$ cat src/dkht_pkg.sv
// Package for the dual-key chained hash table: request and status codes,
// and the queue entry passed from the front end to the engine. No dependencies.
`default_nettype none
package dkht_pkg;
  typedef enum logic [1:0] {
    REQ_ADD    = 2'd0,
    REQ_REMOVE = 2'd1,
    REQ_LOOKUP = 2'd2,
    REQ_CLEAR  = 2'd3
  } req_t;

  typedef enum logic [1:0] {
    ST_OK       = 2'd0,
    ST_NOT_FOUND = 2'd1,
    ST_FULL     = 2'd2,
    ST_NO_TABLE = 2'd3
  } status_t;

  localparam int KEY_W  = 32;
  localparam int DATA_W = 32;
  localparam int CNT_W  = 7;

  typedef struct packed {
    req_t              req;
    logic [KEY_W-1:0]  key_a;
    logic [KEY_W-1:0]  key_b;
    logic [DATA_W-1:0] data;
    logic [KEY_W-1:0]  key_sum;
  } cmd_t;
endpackage
`default_nettype wire

$ cat src/dkht_front.sv
// Front end: accepts requests, forms the key sum and holds them in a short
// queue for the engine. Depends on dkht_pkg.
`default_nettype none
module dkht_front (
  input  wire logic          clk,
  input  wire logic          rst,
  input  wire logic          push,
  output logic               full,
  input  wire logic [1:0]    req_type,
  input  wire logic [31:0]   key_a,
  input  wire logic [31:0]   key_b,
  input  wire logic [31:0]   data_in,
  output logic               cmd_valid,
  input  wire logic          cmd_take,
  output dkht_pkg::cmd_t     cmd
);
  import dkht_pkg::*;

  cmd_t q [2];
  logic wp, rp;
  logic [1:0] cnt;

  assign full      = (cnt == 2'd2);
  assign cmd_valid = (cnt != 2'd0);
  assign cmd       = q[rp];

  always_ff @(posedge clk) begin
    if (push && !full) begin
      q[wp] <= '{req: req_t'(req_type), key_a: key_a, key_b: key_b,
                 data: data_in, key_sum: key_a + key_b};
    end
    if (rst) begin
      wp <= 1'b0;
      rp <= 1'b0;
      cnt <= 2'd0;
    end else begin
      if (push && !full) wp <= ~wp;
      if (cmd_take && cmd_valid) rp <= ~rp;
      cnt <= cnt + {1'b0, push && !full} - {1'b0, cmd_take && cmd_valid};
    end
  end
endmodule
`default_nettype wire

$ cat config.mk
export PLATFORM = sky130hd
export DESIGN_NAME = dkht_front
export DESIGN_NICKNAME = d
export VERILOG_FILES = /design/src/dkht_pkg.sv /design/src/dkht_front.sv
export SDC_FILE = /design/constraint.sdc
export NUM_CORES = 1
export LEC_CHECK = 0
export BUFFER_PORTS_ARGS = -buffer_cell sky130_fd_sc_hd__buf_2
export CAP_MARGIN = 10
export CORE_ASPECT_RATIO = 1.2
export CORE_MARGIN = 8
export CORE_UTILIZATION = 55
export CTS_CLUSTER_DIAMETER = 200
export DETAILED_ROUTE_END_ITERATION = 8
export PLACE_DENSITY = 0.8
export SETUP_SLACK_MARGIN = 0.1
export SLEW_MARGIN = 25
export SYNTH_ARGS = -nofsm -noshare
export SYNTH_HDL_FRONTEND = slang
export SYNTH_SLANG_ARGS = --single-unit
$ cat constraint.sdc
create_clock -name clk -period 9.95 [get_ports clk]
set_clock_uncertainty 0.2 [all_clocks]
set_input_delay 1.99 -clock clk [delete_from_list [all_inputs] [get_ports clk]]
set_output_delay 1.99 -clock clk [all_outputs]
set_load 0.01 [all_outputs]
==> flow_metrics.env <==
export IMPL_status="complete, no violations"
export IMPL_hold_path_depth=2
export IMPL_synth_edff_count=260
export IMPL_synth_area_um2=11200
export IMPL_synth_avg_cell_area_um2=17.1
export IMPL_post_drt_wl_per_cell_um=19.5
export IMPL_ys_warn_count=0
export IMPL_core_area_um2=20100
export IMPL_cp_required_ns=7.76
export IMPL_dieHeight_um=172
export IMPL_hold_class="flip-flop to flip-flop"
export IMPL_first_global_vias=6682
export IMPL_dr_pass1_iters=4
export IMPL_max_vdd_ir_drop_uv=252
export IMPL_clk_path_buf_depth=3
export IMPL_drv_slew=0
export IMPL_cts_sink_count=265
export IMPL_hp_start="rp$_SDFFE_PP0P_"
export IMPL_finalSetupTns_ns=0
export IMPL_cts_tree="yes"
export IMPL_max_cap_violations=0
export IMPL_path_clk_slew_ns=0.06
export IMPL_tightest_slew_ns=0.944
export IMPL_grt_first_pass_wirelength_mm=35.4
export IMPL_die_w_um=146
export IMPL_drive_above_1_share_pct=45.2
export IMPL_finalSetupViolCount=0
export IMPL_grt_max_degree=71
export IMPL_nets=1037
export IMPL_holdWs_ns=0.318
export IMPL_power_density_nw_per_um2=239
export IMPL_final_util_pct=66.7
export IMPL_root_buffer="clkbuf_16"
export IMPL_clkLatencyLatePin_ns=0.50
export IMPL_final_cells=1183
export IMPL_grtUsageTotal_pct=17.6
export IMPL_synth_area_top_cells="edfxtp_1, mux2_2, ha_1, xnor2_1, a21oi_1"
export IMPL_critPathKind="flip-flop to primary output"
export IMPL_grt_antenna_before_repair=0
export IMPL_worstSetupEndpointType="primary output"
export IMPL_initial_core_util_pct=55.6
export IMPL_rsz0062_at_grt="no"
export IMPL_dp_hpwl_mm=16.0
export IMPL_yosys_area_top_type_share_pct=69.8
export IMPL_avgViaCountPerCell=5.40
export IMPL_p_leak_nw=5.05
export IMPL_min_period_ns=5.07
export IMPL_crit_path_start_kind="flip-flop"
export IMPL_via_count=6391
export IMPL_synthesis_nets=792
export IMPL_cts_resized=0
export IMPL_synth_area_leader_cell="edfxtp_1"
export IMPL_synth_common_cells="edfxtp_1, mux2_2, ha_1"
export IMPL_period_share_pct=51.0
export IMPL_drc=0
export IMPL_reg2regPathDepth=5
export IMPL_r2r_slack_ns=7.08
export IMPL_hold_viol_final=0
export IMPL_maxSlewHeadroom_pct=37.1
export IMPL_cts_buffers=25
export IMPL_ys_flop_type="edfxtp_1"
export IMPL_grt_overflow_total=0
export IMPL_htree_levels=1
export IMPL_yosysUniqueCellTypes=51
export IMPL_post_synth_top_count_cell="edfxtp_1"
export IMPL_synth_cells=656
export IMPL_rows=57
export IMPL_r2r_end="q[0][49]$_DFFE_PP_"
export IMPL_antenna_cells=0
export IMPL_yosysSeqAreaShare_pct=70.7
export IMPL_hold_buffers=0
export IMPL_dieArea_um2=25200
export IMPL_post_cts_buffers=0
export IMPL_ys_ff_latch=265
export IMPL_dp_cells=1139
export IMPL_fmax_ghz=0.197
export IMPL_port_buffers=233
export IMPL_wl_mm=23.1
export IMPL_drt_initial_drc_count=383
export IMPL_drtAntennaViolNets=0
export IMPL_gp_congestion=0.820
export IMPL_dp_slack_ns=5.26
export IMPL_syn_to_final_growth_pct=19.9
export IMPL_r2r_start="cnt[0]$_SDFF_PP0_"
export IMPL_worst_hold_path_endpoint="rp$_SDFFE_PP0P_"
export IMPL_cp_arrival_ns=2.88
export IMPL_setup_ws_ns=4.88
export IMPL_synthArstFlopShare_pct=0
export IMPL_path_max_fanout=70
export IMPL_io_pins=234
## final cells by class
type / count / area [um^2]
fillers: 1443 / 6690
inverters: 7 / 26.3
clock buffers: 31 / 648
repair buffers: 237 / 1200
well taps: 265 / 332
flip-flops and latches: 265 / 7910
clock inverters: 13 / 110
multi-input cells: 365 / 3190
## worst max path at each step
stage / endpoint / slack [ns] / cells past startpoint
CTS: cmd[2] / 4.81 / 3
detailed placement: q[0][28]$_DFFE_PP_ / 5.26 / 10
floorplan: q[0][0]$_DFFE_PP_ / 1.65 / 2
global placement: q[0][28]$_DFFE_PP_ / 5.31 / 10
global route: cmd[11] / 4.69 / 3
finish: cmd[2] / 4.88 / 3
## registers in the layout (all words and copies together) (netlist names), named ones only
name,count
cnt,2
rp,1
q,260
wp,1
## cells in the final DEF (no fill, tap or decap), types with 7 or more instances in the layout
cell / count
a21o_1: 7
a21oi_1: 30
buf_2: 233
clkbuf_16: 25
edfxtp_1: 260
ha_1: 33
inv_1: 7
mux2_2: 130
nand2_1: 25
nand3_1: 11
nor2_1: 19
o21ai_0: 17
xnor2_1: 21
xor2_1: 13
## kinds of logic (layout without fill, tap and decap cells)
kind of cell	count (synthesis)	in the layout	share of synthesized area (%)
AOI/OAI and AO/OA	90	90	5.52
xor gates and xnor gates	34	34	2.66
adders and majority gates	34	34	3.87
buffers and inverters	26	288	0.906
DFF	265	265	70.7
muxes	130	130	13.1
and+or+nand+nor	77	77	3.30
## critical path, stage by stage, from the launching register on
cell and delay (ns):
dfxtp_4 0.87, buf_4 0.85, mux2_2 0.43, buf_2 0.15
## through the flow
step           area [um^2]  power, W
2_1_floorplan        11200   0.00206
3_3_place_gp         12700   0.00235
5_1_grt              13400   0.00337
3_5_place_dp         12700   0.00237
6_report             13400   0.00321
4_1_cts              13400   0.00326
## power by group
| part | total (W) | switching, W | internal [W] |
|---|---|---|---|
| Combinational | 0.000818 | 0.000449 | 0.000369 |
| Sequential | 0.00151 | 0.0000665 | 0.00144 |
| Clock | 0.000885 | 0.000374 | 0.000511 |
## per-layer routing
metal  global-route usage [%]  vias up  wire (um)
li1                         -     3063          -
met1                     20.1     3096       8950
met2                     32.4      203      12100
met3                     4.79       29       1660
met4                     4.22        0        351
met5                        0        -          0
(Power assumes the default switching activity.)
